==> config.mk <==
export PLATFORM = sky130hd
export DESIGN_NAME = bsc_match
export DESIGN_NICKNAME = d
export VERILOG_FILES = /design/src/hdl/bsc_pkg.sv /design/src/hdl/bsc_match.sv
export SDC_FILE = /design/constraint.sdc
export NUM_CORES = 1
export LEC_CHECK = 0
export ABC_CLOCK_PERIOD_IN_PS = 2500
export BUFFER_PORTS_ARGS = -buffer_cell sky130_fd_sc_hd__buf_2
export CORE_MARGIN = 2
export CORE_UTILIZATION = 25
export DETAILED_ROUTE_END_ITERATION = 10
export PLACE_DENSITY = 0.41
export SLEW_MARGIN = 25
export SYNTH_ARGS = -nofsm -noshare
export SYNTH_HDL_FRONTEND = slang
export SYNTH_SLANG_ARGS = --single-unit
==> constraint.sdc <==
create_clock -name vclk -period 2.5
set_input_delay 0.25 -clock vclk [all_inputs]
set_output_delay 0.25 -clock vclk [all_outputs]
set_load 0.02 [all_outputs]
==> src/hdl/bsc_pkg.sv <==
// Package for the bitmask sprite collision block.
// Holds op codes, word types and parameter defaults; no dependencies.
package bsc_pkg;

	localparam int CHUNK_BITS = 32;
	localparam int SHAMT_W = 5;

	localparam int DEF_SPRITES = 16;
	localparam int DEF_ROWS = 64;
	localparam int DEF_CHUNKS = 2;

	typedef logic [CHUNK_BITS-1:0] word_t;
	typedef logic [SHAMT_W-1:0] shamt_t;
	typedef logic [1:0] op_t;

	localparam op_t OP_CLEAR = 2'd0;
	localparam op_t OP_WRITE = 2'd1;
	localparam op_t OP_CHECK = 2'd2;

	localparam word_t TOP_BIT = 32'h8000_0000;

endpackage

==> src/hdl/bsc_match.sv <==
// Row compare for a collision check: aligns two mask words and tests overlap.
// Depends on bsc_pkg.
module bsc_match (
	input  bsc_pkg::word_t  word_a,
	input  bsc_pkg::word_t  word_b,
	input  bsc_pkg::shamt_t sh_a,
	input  bsc_pkg::shamt_t sh_b,
	output logic            overlap
);
	import bsc_pkg::*;

	word_t al_a;
	word_t al_b;

	assign al_a = word_a << sh_a;
	assign al_b = word_b << sh_b;
	assign overlap = |(al_a & al_b);

endmodule
==> results.py <==
metrics = {
    "logic_synthesis": {
        "synthTopCellsByCount": "mux2i_1, nand2_1, mux4_2, nor2_1, mux4_1",
        "synthCells": 396,
        "yosys_warnings": 0,
        "netlist.area_leader.share": 0.245,
        "yosysMostFrequentCell": "mux2i_1",
        "synth_area_leaders": "mux4_2, mux4_1, mux2i_1",
        "synth_fp_nets": 470,
        "ys_seq_area_frac": 0,
        "yosysUniqueCellTypes": 60,
        "netlist_area_mm2": 0.00368,
        "yosysTopAreaCell": "mux4_2",
        "synth.avg_cell_area_um2": 9.30,
    },
    "cells_and_area": {
        "seq_cell_count": 0,
        "clkbuf_count": 0,
        "n_antenna_cell": 0,
        "ff_latch_area_um2": 0,
        "area_growth_pct": 46.6,
        "final_cells": 772,
        "drive_gt1_frac": 0.556,
        "nNetsFinal": 664,
    },
    "place": {
        "post-place-ws_ps": -695,
        "portBuffers": 75,
        "place.gp.congestion": 0.971,
        "dp_cells": 760,
        "hpwlAfterDp_mm": 11.9,
    },
    "pwr": {
        "total_power_uw": 1220,
        "ir_drop_uv": 69.3,
        "p_leak_uw": 0.00230,
        "p_per_area_mw_per_mm2": 227,
    },
    "die": {
        "ios": 75,
        "core.rowCount": 44,
        "start_util": 0.254,
        "die_area_mm2": 0.0157,
        "die_x_um": 125,
        "die_h_um": 125,
        "core_mm2": 0.0145,
    },
    "timing": {
        "hold_ws_ps": 1190,
        "fin_ws_ps": -357,
        "slew_viol_final": 0,
        "finalHoldViolations": 0,
        "setup_violations": 1,
        "layout_min_cycle_time_ps": 2860,
        "tightest_slew_ps": 388,
        "slew_headroom": 0.735,
        "fin_crit_sh": 1.14,
        "rsz0062_at_grt": "true",
        "max_freq_mhz": 350,
    },
    "setup_path": {
        "worstSetupEndpoint": "overlap",
        "crit_required_ps": 2250,
        "worstPathMaxFanout": 11,
        "worstSetupPathType": "input port to primary output",
        "worstPathArrival_ps": 2610,
        "crit_start": "sh_a[0]",
        "crit_path_start_kind": "input port",
        "end_kind": "primary output",
    },
    "flow_run": {
        "max-cap-violations": 0,
    },
    "drt": {
        "wire_per_inst_um": 18.4,
        "remaining_drc_errors": 0,
        "drt_iter0_drc": 336,
        "vias": 4259,
        "postRouteAntennaNets": 0,
        "vias_per_cell": 5.52,
        "drtPass1Iterations": 5,
        "wl_mm": 14.2,
    },
    "global_route": {
        "grt_pass1_vias": 4280,
        "grt_use_met3": 0.0158,
        "met2_usage": 0.286,
        "grt_pass1_wl_mm": 22.8,
        "antenna_found_initial": 0,
        "grt_overflow_total": 0,
        "grt_max_degree": 21,
        "grt.busiest_layer": "met2",
        "grt_use_met1": 0.255,
        "track_usage": 0.173,
    },
    "min_path": {
        "min_path_type": "input port to primary output",
    },
    "status": {
        "violations": "negative setup slack",
        "outcome": "finished with violations",
    },
    "clocking": {
        "ctsHoldBuffers": 0,
    },
}
-- repair_timing --
item                                    CTS  global route
endpoints found under the setup margin    1             1
endpoints found under the hold margin     0             0
pin swaps                                11             7
cloned                                    1             0
setup buffers                             9             2
resized for setup                        43            13
-- per-stage QoR --
stage,utilization,TNS [ps],cell area (um^2)
after floorplan,-,-71.6,3690
after global placement,0.354,-779,5120
after detailed placement,0.354,-695,5120
after CTS,0.368,-380,5330
after global routing,0.373,-438,5400
final,0.373,-357,5400
-- cell families after synthesis --
group | synth area share
muxes | 0.554
and+or+nand+nor | 0.147
AOI/OAI and AO/OA | 0.204
buffers and inverters | 0.0955
-- cell usage in the layout, fill, tap and decap left out, types with 2 or more instances in the layout --
master and count:
a211o_1 2, a211oi_1 8, a21oi_1 17, a221oi_1 2, a221oi_2 2, a22o_1 2
a22oi_1 4, a22oi_2 2, a311oi_1 2, a31oi_1 5, a32oi_1 4, and3_1 3
buf_12 7, buf_16 2, buf_2 71, buf_4 142, buf_6 9, inv_1 12
inv_2 3, mux2_2 12, mux2i_1 38, mux2i_2 7, mux2i_4 3, mux4_1 4
mux4_2 55, nand2_1 44, nand2b_1 2, nand3_1 18, nand4_1 2, nor2_1 26
nor2b_1 9, nor3_1 5, o211ai_1 2, o21ai_0 11, o22a_1 2, o22ai_1 13
o31ai_1 2, o32a_1 4, o32ai_1 3
-- where the power goes --
group | internal, uW | switching (uW) | total (uW)
Clock | 0 | 0 | 0
Sequential | 0 | 0 | 0
Combinational | 656 | 568 | 1220
-- cell type report --
| cell class | count | area [um^2] |
|---|---|---|
| Fill cell | 1516 | 9080 |
| Multi-Input combinational cell | 341 | 3390 |
| Tap cell | 184 | 230 |
| Inverter | 16 | 60.1 |
| Timing Repair Buffer | 231 | 1720 |
-- worst max-delay path, cell delays in order --
cell	delay [ps]
buf_12	120
buf_6	120
mux4_2	520
mux4_2	510
a32oi_1	220
nand4_1	160
a2111oi_4	350
nand4_1	170
buf_6	170
-- per-layer routing --
metal | vias to the layer above | part of all wire
met5 | - | 0
met4 | 0 | 0.011
met3 | 13 | 0.051
met2 | 128 | 0.47
met1 | 2101 | 0.47
li1 | 2017 | -
-- worst min path at each step --
stage / end / slack, ps / startpoint / cells after the start
after global routing: overlap / 1240 / sh_a[3] / 6
after global placement: overlap / 1220 / sh_a[3] / 6
after CTS: overlap / 1190 / sh_a[3] / 6
after floorplan: overlap / 1030 / word_b[0] / 4
after detailed placement: overlap / 1190 / sh_a[3] / 6
final: overlap / 1190 / sh_a[3] / 6
Power figures use the tool's default switching activity.
